File: src/rtl/mpgt_pkg.sv
// shared types and constants for the multi-pattern goto table
`timescale 1ns / 1ps

package mpgt_pkg;

  localparam int MAX_NODES_DEF    = 32;
  localparam int NUM_KEYWORDS_DEF = 4;

  localparam logic [1:0] REQ_INSERT = 2'd0;
  localparam logic [1:0] REQ_BUILD  = 2'd1;
  localparam logic [1:0] REQ_LOOKUP = 2'd2;

  typedef enum logic [1:0] {
    OP_INSERT = 2'd0,
    OP_BUILD  = 2'd1,
    OP_LOOKUP = 2'd2,
    OP_BAD    = 2'd3
  } op_t;

  typedef enum logic [1:0] {
    STAT_OK    = 2'd0,
    STAT_FULL  = 2'd1,
    STAT_PHASE = 2'd2,
    STAT_RANGE = 2'd3
  } status_t;

  typedef struct packed {
    op_t        op;
    logic [1:0] symbol;
    logic       word_end;
    logic [1:0] keyword_index;
    logic [4:0] from_state;
  } item_t;

endpackage

File: src/rtl/mpgt_ram.sv
// generic single write port ram with registered read
`timescale 1ns / 1ps

module mpgt_ram #(
  parameter int WIDTH = 8,
  parameter int DEPTH = 16
) (
  input  logic                     clk,
  input  logic                     we,
  input  logic [$clog2(DEPTH)-1:0] waddr,
  input  logic [WIDTH-1:0]         wdata,
  input  logic [$clog2(DEPTH)-1:0] raddr,
  output logic [WIDTH-1:0]         rdata
);

  logic [WIDTH-1:0] mem [DEPTH];

  always_ff @(posedge clk) begin
    if (we) begin
      mem[waddr] <= wdata;
    end
    rdata <= mem[raddr];
  end

endmodule

File: src/rtl/mpgt_front.sv
// request decode and two-entry queue in front of the table engine
`timescale 1ns / 1ps

module mpgt_front (
  input  logic           clk,
  input  logic           rst,
  input  logic           in_valid,
  output logic           in_stall,
  input  logic [1:0]     req_type,
  input  logic [1:0]     symbol,
  input  logic           word_end,
  input  logic [1:0]     keyword_index,
  input  logic [4:0]     from_state,
  output logic           q_valid,
  output mpgt_pkg::item_t q_item,
  input  logic           q_pop
);

  mpgt_pkg::item_t slots [2];
  mpgt_pkg::item_t dec;
  logic            wptr;
  logic            rptr;
  logic [1:0]      count;
  logic            push;

  always_comb begin
    dec.symbol        = symbol;
    dec.word_end      = word_end;
    dec.keyword_index = keyword_index;
    dec.from_state    = from_state;
    case (req_type)
      mpgt_pkg::REQ_INSERT: dec.op = mpgt_pkg::OP_INSERT;
      mpgt_pkg::REQ_BUILD:  dec.op = mpgt_pkg::OP_BUILD;
      mpgt_pkg::REQ_LOOKUP: dec.op = mpgt_pkg::OP_LOOKUP;
      default:              dec.op = mpgt_pkg::OP_BAD;
    endcase
  end

  assign in_stall = (count == 2'd2);
  assign push     = in_valid && !in_stall;
  assign q_valid  = (count != 2'd0);
  assign q_item   = slots[rptr];

  always_ff @(posedge clk) begin
    if (push) begin
      slots[wptr] <= dec;
    end
    if (rst) begin
      wptr  <= 1'b0;
      rptr  <= 1'b0;
      count <= 2'd0;
    end else begin
      if (push) wptr <= !wptr;
      if (q_pop) rptr <= !rptr;
      count <= count + {1'b0, push} - {1'b0, q_pop};
    end
  end

endmodule

File: src/rtl/mpgt_back.sv
// table engine: trie insert, failure link build and lookup
`timescale 1ns / 1ps

module mpgt_back #(
  parameter int MAX_NODES    = mpgt_pkg::MAX_NODES_DEF,
  parameter int NUM_KEYWORDS = mpgt_pkg::NUM_KEYWORDS_DEF
) (
  input  logic            clk,
  input  logic            rst,
  input  logic            q_valid,
  input  mpgt_pkg::item_t q_item,
  output logic            q_pop,
  output logic            out_valid,
  input  logic            out_stall,
  output logic [1:0]      status,
  output logic [4:0]      next_node,
  output logic [3:0]      match_mask,
  output logic [5:0]      node_count
);

  localparam int NW    = $clog2(MAX_NODES);
  localparam int CW    = $clog2(MAX_NODES + 1);
  localparam int SW    = NW + 2;
  localparam int NSLOT = MAX_NODES * 4;
  localparam int NK    = NUM_KEYWORDS;

  typedef enum logic [8:0] {
    ST_IDLE   = 9'b000000001,
    ST_INS    = 9'b000000010,
    ST_INS_RD = 9'b000000100,
    ST_LK_RD  = 9'b000001000,
    ST_B_POP  = 9'b000010000,
    ST_B_RD1  = 9'b000100000,
    ST_B_RD2  = 9'b001000000,
    ST_B_ACT  = 9'b010000000,
    ST_EMIT   = 9'b100000000
  } state_t;

  state_t          state;
  mpgt_pkg::item_t it;
  logic [CW-1:0]   nodes_used;
  logic [NW-1:0]   cursor;
  logic            built;
  logic [NSLOT-1:0] gvalid;
  logic [NW-1:0]   fail [MAX_NODES];
  logic [NK-1:0]   emask [MAX_NODES];
  logic [NW-1:0]   queue [MAX_NODES];
  logic [CW-1:0]   head;
  logic [CW-1:0]   tail;
  logic [NW-1:0]   cur;
  logic [1:0]      sidx;
  logic [NW-1:0]   fval;

  mpgt_pkg::status_t res_status;
  logic [NW-1:0]   res_next;
  logic [NK-1:0]   res_mask;

  mpgt_pkg::status_t o_status;
  logic [NW-1:0]   o_next;
  logic [NK-1:0]   o_mask;
  logic [CW-1:0]   o_cnt;

  logic            ram_we;
  logic [SW-1:0]   ram_waddr;
  logic [NW-1:0]   ram_wdata;
  logic [SW-1:0]   ram_raddr;
  logic [NW-1:0]   ram_rdata;

  logic [SW-1:0]   ins_slot;
  logic [SW-1:0]   b_slot;
  logic [SW-1:0]   lk_slot;
  logic [NW-1:0]   ins_nxt;
  logic            full;
  logic            lk_range;
  logic            kidx_ok;
  logic [31:0]     next32;
  logic [31:0]     mask32;
  logic [31:0]     cnt32;

  assign ins_slot = {cursor, it.symbol};
  assign b_slot   = {cur, sidx};
  assign lk_slot  = {NW'(q_item.from_state), q_item.symbol};
  assign ins_nxt  = (state == ST_INS_RD) ? ram_rdata : NW'(nodes_used);
  assign full     = (32'(nodes_used) >= MAX_NODES);
  assign lk_range = (32'(q_item.from_state) >= 32'(nodes_used));
  assign kidx_ok  = (32'(it.keyword_index) < NK);
  assign q_pop    = (state == ST_IDLE) && q_valid;

  always_comb begin
    ram_we    = 1'b0;
    ram_waddr = b_slot;
    ram_wdata = fval;
    case (state)
      ST_IDLE:  ram_raddr = lk_slot;
      ST_INS:   ram_raddr = ins_slot;
      ST_B_RD1: ram_raddr = {fail[cur], sidx};
      default:  ram_raddr = b_slot;
    endcase
    if (state == ST_INS && !gvalid[ins_slot] && !full) begin
      ram_we    = 1'b1;
      ram_waddr = ins_slot;
      ram_wdata = NW'(nodes_used);
    end else if (state == ST_B_ACT && !gvalid[b_slot]) begin
      ram_we = 1'b1;
    end
  end

  mpgt_ram #(.WIDTH(NW), .DEPTH(NSLOT)) u_goto (
    .clk   (clk),
    .we    (ram_we),
    .waddr (ram_waddr),
    .wdata (ram_wdata),
    .raddr (ram_raddr),
    .rdata (ram_rdata)
  );

  always_ff @(posedge clk) begin
    if (rst) begin
      state      <= ST_IDLE;
      nodes_used <= CW'(1);
      cursor     <= '0;
      built      <= 1'b0;
      gvalid     <= '0;
      out_valid  <= 1'b0;
      for (int i = 0; i < MAX_NODES; i++) begin
        fail[i]  <= '0;
        emask[i] <= '0;
      end
    end else begin
      if (state == ST_EMIT && (!out_valid || !out_stall)) begin
        out_valid <= 1'b1;
      end else if (out_valid && !out_stall) begin
        out_valid <= 1'b0;
      end
      case (state)
        ST_IDLE: begin
          if (q_valid) begin
            it       <= q_item;
            res_next <= '0;
            res_mask <= '0;
            case (q_item.op)
              mpgt_pkg::OP_INSERT: begin
                res_status <= mpgt_pkg::STAT_PHASE;
                if (!built) state <= ST_INS;
                else state <= ST_EMIT;
              end
              mpgt_pkg::OP_BUILD: begin
                res_status <= mpgt_pkg::STAT_PHASE;
                if (!built) begin
                  cur   <= '0;
                  sidx  <= 2'd0;
                  head  <= '0;
                  tail  <= '0;
                  state <= ST_B_RD1;
                end else begin
                  state <= ST_EMIT;
                end
              end
              mpgt_pkg::OP_LOOKUP: begin
                if (built && lk_range) res_status <= mpgt_pkg::STAT_RANGE;
                else res_status <= mpgt_pkg::STAT_PHASE;
                if (built && !lk_range) state <= ST_LK_RD;
                else state <= ST_EMIT;
              end
              default: begin
                res_status <= mpgt_pkg::STAT_PHASE;
                state      <= ST_EMIT;
              end
            endcase
          end
        end
        ST_INS, ST_INS_RD: begin
          if (state == ST_INS && gvalid[ins_slot]) begin
            state <= ST_INS_RD;
          end else begin
            state <= ST_EMIT;
            if (state == ST_INS && full) begin
              // dropped symbol, cursor still returns to root at the word end
              res_status <= mpgt_pkg::STAT_FULL;
              res_next   <= cursor;
              res_mask   <= '0;
              if (it.word_end) cursor <= '0;
            end else begin
              if (state == ST_INS) begin
                gvalid[ins_slot] <= 1'b1;
                nodes_used       <= nodes_used + CW'(1);
              end
              if (it.word_end) begin
                if (kidx_ok) emask[ins_nxt] <= emask[ins_nxt] | (NK'(1) << it.keyword_index);
                cursor <= '0;
              end else begin
                cursor <= ins_nxt;
              end
              res_status <= mpgt_pkg::STAT_OK;
              res_next   <= ins_nxt;
              res_mask   <= '0;
            end
          end
        end
        ST_LK_RD: begin
          res_status <= mpgt_pkg::STAT_OK;
          res_next   <= ram_rdata;
          res_mask   <= emask[ram_rdata];
          state      <= ST_EMIT;
        end
        ST_B_RD1: begin
          state <= ST_B_RD2;
        end
        ST_B_RD2: begin
          // children of the root fail to the root
          fval  <= (cur == '0) ? '0 : ram_rdata;
          state <= ST_B_ACT;
        end
        ST_B_ACT: begin
          if (gvalid[b_slot]) begin
            fail[ram_rdata]        <= fval;
            emask[ram_rdata]       <= emask[ram_rdata] | emask[fval];
            queue[tail[NW-1:0]]    <= ram_rdata;
            tail                   <= tail + CW'(1);
          end else begin
            gvalid[b_slot] <= 1'b1;
          end
          sidx <= sidx + 2'd1;
          if (sidx == 2'd3) state <= ST_B_POP;
          else state <= ST_B_RD1;
        end
        ST_B_POP: begin
          if (head < tail) begin
            cur   <= queue[head[NW-1:0]];
            head  <= head + CW'(1);
            sidx  <= 2'd0;
            state <= ST_B_RD1;
          end else begin
            built      <= 1'b1;
            res_status <= mpgt_pkg::STAT_OK;
            res_next   <= '0;
            res_mask   <= '0;
            state      <= ST_EMIT;
          end
        end
        ST_EMIT: begin
          if (!out_valid || !out_stall) begin
            o_status  <= res_status;
            o_next    <= res_next;
            o_mask    <= res_mask;
            o_cnt     <= nodes_used;
            state     <= ST_IDLE;
          end
        end
        default: state <= ST_IDLE;
      endcase
    end
  end

  assign next32     = 32'(o_next);
  assign mask32     = 32'(o_mask);
  assign cnt32      = 32'(o_cnt);
  assign status     = o_status;
  assign next_node  = next32[4:0];
  assign match_mask = mask32[3:0];
  assign node_count = cnt32[5:0];

endmodule

File: src/rtl/multi_pattern_goto_table.sv
// top level of the multi-pattern goto table (keyword automaton)
// lookup: IDLE, LK_RD, EMIT; insert: IDLE, INS, EMIT, plus INS_RD on an existing edge
// phase and range errors: IDLE, EMIT; the engine takes one transaction at a time
// build: B_RD1, B_RD2, B_ACT per node and symbol plus B_POP per node, set by the
//   single read port of the goto ram walked in breadth-first order
// reset clears valid bits, failure links and masks at once; no clearing pass
`timescale 1ns / 1ps

module multi_pattern_goto_table #(
  parameter int MAX_NODES    = mpgt_pkg::MAX_NODES_DEF,
  parameter int NUM_KEYWORDS = mpgt_pkg::NUM_KEYWORDS_DEF
) (
  input  logic       clk,
  input  logic       rst,
  input  logic       in_valid,
  output logic       in_stall,
  input  logic [1:0] req_type,
  input  logic [1:0] symbol,
  input  logic       word_end,
  input  logic [1:0] keyword_index,
  input  logic [4:0] from_state,
  output logic       out_valid,
  input  logic       out_stall,
  output logic [1:0] status,
  output logic [4:0] next_node,
  output logic [3:0] match_mask,
  output logic [5:0] node_count
);

  logic            q_valid;
  logic            q_pop;
  mpgt_pkg::item_t q_item;

  mpgt_front u_front (
    .clk           (clk),
    .rst           (rst),
    .in_valid      (in_valid),
    .in_stall      (in_stall),
    .req_type      (req_type),
    .symbol        (symbol),
    .word_end      (word_end),
    .keyword_index (keyword_index),
    .from_state    (from_state),
    .q_valid       (q_valid),
    .q_item        (q_item),
    .q_pop         (q_pop)
  );

  mpgt_back #(
    .MAX_NODES    (MAX_NODES),
    .NUM_KEYWORDS (NUM_KEYWORDS)
  ) u_back (
    .clk        (clk),
    .rst        (rst),
    .q_valid    (q_valid),
    .q_item     (q_item),
    .q_pop      (q_pop),
    .out_valid  (out_valid),
    .out_stall  (out_stall),
    .status     (status),
    .next_node  (next_node),
    .match_mask (match_mask),
    .node_count (node_count)
  );

  a_pop_needs_item: assert property (@(posedge clk) disable iff (rst)
    q_pop |-> q_valid)
    else $error("queue popped while empty");

  a_full_means_max: assert property (@(posedge clk) disable iff (rst)
    out_valid && status == mpgt_pkg::STAT_FULL |-> node_count == 6'(MAX_NODES))
    else $error("table full reported below capacity");

  a_range_clean: assert property (@(posedge clk) disable iff (rst)
    out_valid && status == mpgt_pkg::STAT_RANGE |-> next_node == 5'd0 && match_mask == 4'd0)
    else $error("out of range result carries data");

  a_hold_while_stalled: assert property (@(posedge clk) disable iff (rst)
    out_valid && out_stall |=> out_valid && $stable(status) && $stable(next_node) &&
      $stable(match_mask) && $stable(node_count))
    else $error("stalled result changed");

endmodule
File: config.mk
export PLATFORM = sky130hd
export DESIGN_NAME = multi_pattern_goto_table
export DESIGN_NICKNAME = d
export VERILOG_FILES = /design/src/rtl/mpgt_pkg.sv /design/src/rtl/mpgt_ram.sv /design/src/rtl/mpgt_front.sv /design/src/rtl/mpgt_back.sv /design/src/rtl/multi_pattern_goto_table.sv
export SDC_FILE = /design/constraint.sdc
export NUM_CORES = 2
export LEC_CHECK = 0
export BUFFER_PORTS_ARGS = -buffer_cell sky130_fd_sc_hd__buf_2
export CORE_ASPECT_RATIO = 0.9
export CORE_MARGIN = 2
export CORE_UTILIZATION = 40
export CTS_CLUSTER_DIAMETER = 30
export DETAILED_ROUTE_END_ITERATION = 10
export GPL_TIMING_DRIVEN = 0
export SLEW_MARGIN = 20
export SYNTH_ARGS = -nofsm -noshare
export SYNTH_HDL_FRONTEND = slang
export SYNTH_SLANG_ARGS = --single-unit
File: constraint.sdc
create_clock -name clk -period 5.5 [get_ports clk]
set_input_delay 0.55 -clock clk [delete_from_list [all_inputs] [get_ports clk]]
set_output_delay 0.55 -clock clk [all_outputs]
set_load 0.02 [all_outputs]
# Word level (Yosys, flattened, before mapping)
# Memory sizes are Yosys's and may differ from the RTL's. A register that Yosys moved wholly into a read port is not among the register bits.
# Cells that the tools add are included.
[totals] register_bits=211 mem_bits_rw=1112 input_bits=16 out_inout_bits=19 word_cells=226 mem_count=5
[classes] addsub=6 magnitude_cmp=7 n_eq_ne=27 n_shift=1 muxes=99 n_bitwise=8 n_reduce_logical=49
[memory_table] name="u_back.u_goto.mem" words=128 width=5 rd=1 rd_clocked_by_memory_dff=1 wr=1 line="mpgt_ram.sv:16" rtl="logic [WIDTH-1:0] mem [DEPTH];"
[memory_table] name="u_back.fail" words=32 width=5 rd=1 rd_clocked_by_memory_dff=1 wr=32 line="mpgt_back.sv:45" rtl="logic [NW-1:0] fail [MAX_NODES];"
[memory_table] name="u_back.queue" words=32 width=5 rd=1 rd_clocked_by_memory_dff=1 wr=1 line="mpgt_back.sv:47" rtl="logic [NW-1:0] queue [MAX_NODES];"
[memory_table] name="u_back.emask" words=32 width=4 rd=3 rd_clocked_by_memory_dff=1 wr=32 line="mpgt_back.sv:46" rtl="logic [NK-1:0] emask [MAX_NODES];"
[memory_table] name="u_front.slots" words=2 width=12 rd=1 rd_clocked_by_memory_dff=1 wr=1 line="mpgt_front.sv:19" rtl="mpgt_pkg::item_t slots [2];"
[ops] op="$mux W128" n=4
[ops] op="$or A128 B128 Y128" n=2
[ops] op="$pmux W128 S2" n=1
[ops] op="$mux W5" n=21
[ops] op="$pmux W9 S8" n=1
[ops] op="$mux W9" n=7
[ops] op="$mux W6" n=6
[ops] op="$mux W1" n=31
[ops] op="$pmux W9 S3" n=1
[ops] op="$pmux W6 S2" n=2
[ops] op="$pmux W7 S3" n=1
[ops] op="$mux W4" n=5
[ops] op="$pmux W5 S4" n=1
[ops] op="$add A6 B1 Y6 const B" n=3
[ops] op="$reduce_and A6 Y1" n=3
[ops] op="$lt A7 B8 Y1 const B" n=2
[ops] op="$mux W2" n=8
[ops] op="$ne A2 B2 Y1 const B" n=8
[ops] op="$pmux W4 S4" n=1
[ops] op="$bmux W1 S7" n=2
[ops] op="$demux W1 S7" n=2
[ops] op="$ge A7 B1 Y1 const B" n=2
[ops] op="$logic_and A1 B1 Y1" n=13
[ops] op="$pmux W2 S3" n=2
[ops] op="38 further kinds" n=68

# Logic depth before layout (Yosys ltp)
[depth] word_depth=10 depth_mapped=18 ltp_nobuf=12

# Cells and area by module
# A second synthesis with hierarchy kept.
[unflattened] cells_unflattened=3975 area_unflattened_um2=60375.4
[by_module_without_submodules] mod="mpgt_back" n_inst=1 cells_per_inst=2820 area_each_um2=34217.8 seq_area_each_um2=18467.7
[by_module_without_submodules] mod="mpgt_ram" n_inst=1 cells_per_inst=1090 area_each_um2=25060.3 seq_area_each_um2=19318.5
[by_module_without_submodules] mod="mpgt_front" n_inst=1 cells_per_inst=65 area_each_um2=1097.3 seq_area_each_um2=820.8

# Worst setup path after synthesis
# OpenSTA, ideal clock, no wires.
[synth_timing] path_kind="flip-flop to flip-flop" startpoint="register u_back.it, in the netlist u_back.ins_slot[0]" endpoint="memory u_back.u_goto.mem[0][0] (netlist bit) (data pin)" setup_time_ns=0.378 t_arrival_ns=3.743 t_required_ns=5.122 setup_slack_ns=1.379 path_stages_with_launch=15 n_path_buf=7 period_less_slack_ns=4.121 cell_sequence="edfxtp_1 buf_6 buf_6 buf_2 buf_2 mux2i_1 o21ai_0 a221oi_1 o22ai_1 a221oi_4 nand3_2 buf_4 buf_6 buf_2 mux2_2"
[synth_between] elab_chain_cells=6
[synth_lines] item="start, declared" line="mpgt_back.sv:40" rtl="mpgt_pkg::item_t it;"
[synth_lines] item="start signal, assigned" line="mpgt_back.sv:138" rtl="it <= q_item;"
[synth_lines] item="$bmux W1 S7" line="mpgt_back.sv:99" rtl="if (state == ST_INS && !gvalid[ins_slot] && !full) begin"
[synth_lines] item="$mux W1 (not written as such)" line="mpgt_back.sv:99"
[synth_lines] item="$logic_not A1 Y1" line="mpgt_back.sv:99"
[synth_lines] item="$logic_and A1 B1 Y1 (2 in series)" line="mpgt_back.sv:99"
[synth_lines] item="$mux W5" line="mpgt_back.sv:99"
[synth_lines] item="net u_back.ram_wdata[0]" line="mpgt_back.sv:65" rtl="logic [NW-1:0] ram_wdata;"
[synth_lines] item="end, declared" line="mpgt_ram.sv:16"
# The timed path passes the listed nets, and every way through them passes these cells. The select of a mux whose other input is x is not followed.

# Worst setup path after layout
[layout_timing] startpoint="register u_back.it, in the netlist u_back.ins_slot[0]" endpoint="memory u_back.u_goto.mem[17][3] (netlist bit), enable pin"
[layout_between] elab_chain_cells=8 elab_cells_between_ends=9 cone_classes="mux (6); reduce/logical (3)"
[layout_lines] item="$bmux W1 S7" line="mpgt_back.sv:99"
[layout_lines] item="$mux W1 (not written as such)" line="mpgt_back.sv:99"
[layout_lines] item="$logic_not A1 Y1" line="mpgt_back.sv:99"
[layout_lines] item="$logic_and A1 B1 Y1 (2 in series)" line="mpgt_back.sv:99"
[layout_lines] item="$mux W1" line="mpgt_back.sv:99"
[layout_lines] item="$mux W1" line="mpgt_ram.sv:19" rtl="if (we) begin"
[layout_lines] item="$mux W1 (not written as such)" line="mpgt_ram.sv:20" rtl="mem[waddr] <= wdata;"
# Several ways; a longest one is shown, not always the timed one. The select of a mux whose other input is x is not followed.

==> reports/metrics.csv <==
metric,value,unit
ir_drop,0.000428,V
setup_viol,216,
fin_nets,5385,
synth_top_family_by_area,simple AND/OR/NAND/NOR gates,
antenna_found_initial,11,
timing_hold_violations_final,0,
crit_type,reg2reg,
core_area,153000,µm²
synthTopCellsByArea,"edfxtp_1 57%, mux4_2 6.3%, dfxtp_1 5.7%, nand2_1 4.9%, nor2_1 3.2%",
clock_skew,0.0730,ns
syn_nets,5024,
numPlacedInstances,7041,
start_util,40.3,%
synth_top_area_cell,edfxtp_1,
drt_iter0_markers,7989,
yosysWarnings,0,
grt_remaining_overflow,0,
die_height,376,µm
final_area,75000,µm²
worst_pin_slew,1.24,ns
instances_no_fill,7576,
synth_area,61600,µm²
die_w,418,µm
slew_headroom,17.1,%
rsz0062_at_grt,yes,
path_max_fanout,10,
cts_made_buffers,302,
tritoncts,yes,
worst_ep_arrival_time,6.28,ns
rows,136,
grt_max_degree,104,
max_freq,175,MHz
drc,0,
max_stage_delay,0.68,ns
synth_mux_area_share,9.34,%
ant_nets,0,
yosys.area_share.xor_xnor,0.242,%
crit_path_end_kind,flop,
synthSimpleGateAreaFrac,14.9,%
drive_above_1_share,19.0,%
crit_chain,"buf_6, buf_6, buf_2, clkbuf_4, mux2i_1, a21oi_1, a31oi_1, a21oi_1, a221oi_4, nand3_2, mux2i_1, or2_1, clkbuf_4, nor2_1",
die_area,157000,µm²
synth-seq-cells,1344,
io_pins,35,
dr_total_vias,47561,
yosysTopAreaCellShare,57.0,%
htreeDepth,5,
min_period,5.71,ns
grt_usage,30.5,%
clk_latency,0.91,ns
syn_area_per_cell,12.3,µm²
hp-class,in2reg,
root_buffer,clkbuf_16,
first_global_vias,45392,
multi_input_area,21500,µm²
syn_inst,4988,
synth_cell_type_count,96,
gp_congestion,1.00,
mostFrequentLayoutCells,"1,169 x edfxtp_1, 802 x nand2_1, 490 x nor2_1",
period_share,104,%
fillCellCount,13223,
final_common_cell,edfxtp_1,
finalMaxSlewViolations,0,
cts_buffer_depth,4,
ys_async_sr_fraction,0,%
wire_per_inst,32.2,µm
synth-seq-area-share,62.7,%
synthAdderAreaFrac,0.406,%
power_density,595,nW/µm²
clock_sinks,1344,
placed_area,64700,µm²
drt-vias-per-instance,6.28,
startpoint_type,flop,
fin_util,49.1,%
clkTransAtPathRegs,0.04,ns
cp.required,6.07,ns
portBuffers,31,
drv_cap,0,
ys.flop_type,edfxtp_1,
violations,setup timing,
syn_to_final_growth,21.8,%
dr.pass1.iters,8,
synth_compound_area_share,9.44,%
finalWorstSetupSlack,-0.215,ns
hold_ws,0.0334,ns
power.leakage,26.1,nW
grt_pass1_wl,340,mm
drt_wl_total,244,mm
regArea,38600,µm²
synth_edf_count,1169,
critPathSlowestCell,mux2i_1,
outcome,"complete, but fails checks",
hpwl,169,mm
==> final timing paths <==
path / from / to / slack (ns) / cells after the start
setup reg to reg: u_back.ins_slot[0] / u_back.u_goto.mem[17][3] / -0.21 / 14
setup / recovery: u_back.ins_slot[0] / u_back.u_goto.mem[17][3] / -0.21 / 14
hold reg to reg: u_back.res_mask[0] / u_back.match_mask[0] / 0.42 / 0
hold / removal: symbol[1] / u_front.slots[1][9] / 0.03 / 1
==> power breakdown <==
group / internal [mW] / total [mW] / leakage [nW] / switching [mW]
registers: 11.5 / 11.8 / 12.3 / 0.300
logic: 4.04 / 15.1 / 9.01 / 11.1
clock network: 11.9 / 17.6 / 4.76 / 5.77
total: 27.4 / 44.6 / 26.1 / 17.2
==> layer usage <==
| metal | vias up | wire length, µm | GRT usage (%) |
|---|---|---|---|
| li1 | 19580 | - | - |
| met1 | 23791 | 96400 | 42.0 |
| met2 | 3513 | 105000 | 44.4 |
| met3 | 663 | 30600 | 8.83 |
| met4 | 14 | 12400 | 14.0 |
| met5 | - | 102 | 0 |
==> cell type report <==
| type | instances | share of cell area, % |
|---|---|---|
| flip-flops and latches | 1344 | 51.5 |
| multi-input cells | 3222 | 28.6 |
| clock buffers | 346 | 10.6 |
| well taps | 2001 | 3.34 |
| clock inverters | 177 | 2.64 |
| plain buffers | 384 | 2.37 |
| repair buffers | 60 | 0.774 |
| inverters | 35 | 0.177 |
| diodes | 7 | 0.0234 |
==> kinds of logic after synthesis <==
family,Yosys count
xor+xnor,17
simple gates,2017
fa+ha+maj,20
buf+inv,422
flops,1344
compound gates,820
mux,348
==> registers in the layout, indices dropped and copies added, names as in the netlist, 6 cells and up, named ones only <==
name               cells
u_back.fail          160
u_back.queue         160
u_back.head            6
u_back.u_goto.mem    640
u_back.node_count      6
u_back.state           9
u_front.slots         24
u_back.emask         128
u_back.tail            6
u_back.nodes_used      6
u_back.gvalid        128
==> critical path, delay by kind of cell, from the launching register on <==
kind | cells | cell delay (ns)
AOI/OAI and AO/OA | 4 | 1.01
DFF | 1 | 0.48
and+or+nand+nor | 3 | 1.05
muxes | 2 | 1.05
buffers and inverters | 5 | 1.75
==> synth_stat cells, types with 20 or more instances <==
cell,number
a311o_1,27
a21oi_1,179
nor2_1,526
edfxtp_1,1169
o22ai_1,109
nor2b_1,72
buf_2,121
and2_1,105
inv_1,31
and3_1,151
a31oi_1,58
nand2b_1,22
mux2i_1,106
a22oi_1,35
nand2_1,802
buf_4,22
o211ai_1,22
dfxtp_1,175
mux2_2,64
clkbuf_1,198
ha_1,20
o21ai_0,43
o21bai_1,33
nand3_1,192
buf_1,41
a211oi_1,83
or2_2,22
a311oi_1,78
nand3b_1,24
mux4_2,173
==> stage by stage <==
step	TNS, ns	setup WS, ns	total power [mW]
after global placement	-994.07	-1.40	26.0
final	-14.13	-0.215	44.6
after floorplan	0	1.38	19.4
after global routing	-0.0938	-0.0314	45.3
after CTS	0	0.00221	43.8
after detailed placement	-60.71	-0.866	26.1
==> what timing repair did <==
action / CTS / global route
hold buffers: 7 / 0
pin swaps: 0 / 2
buffers inserted: 1 / 0
resized for setup: 51 / 56
endpoints found under the hold margin: 14 / 0
endpoints found under the setup margin: 327 / 441
(Power assumes the default switching activity.)
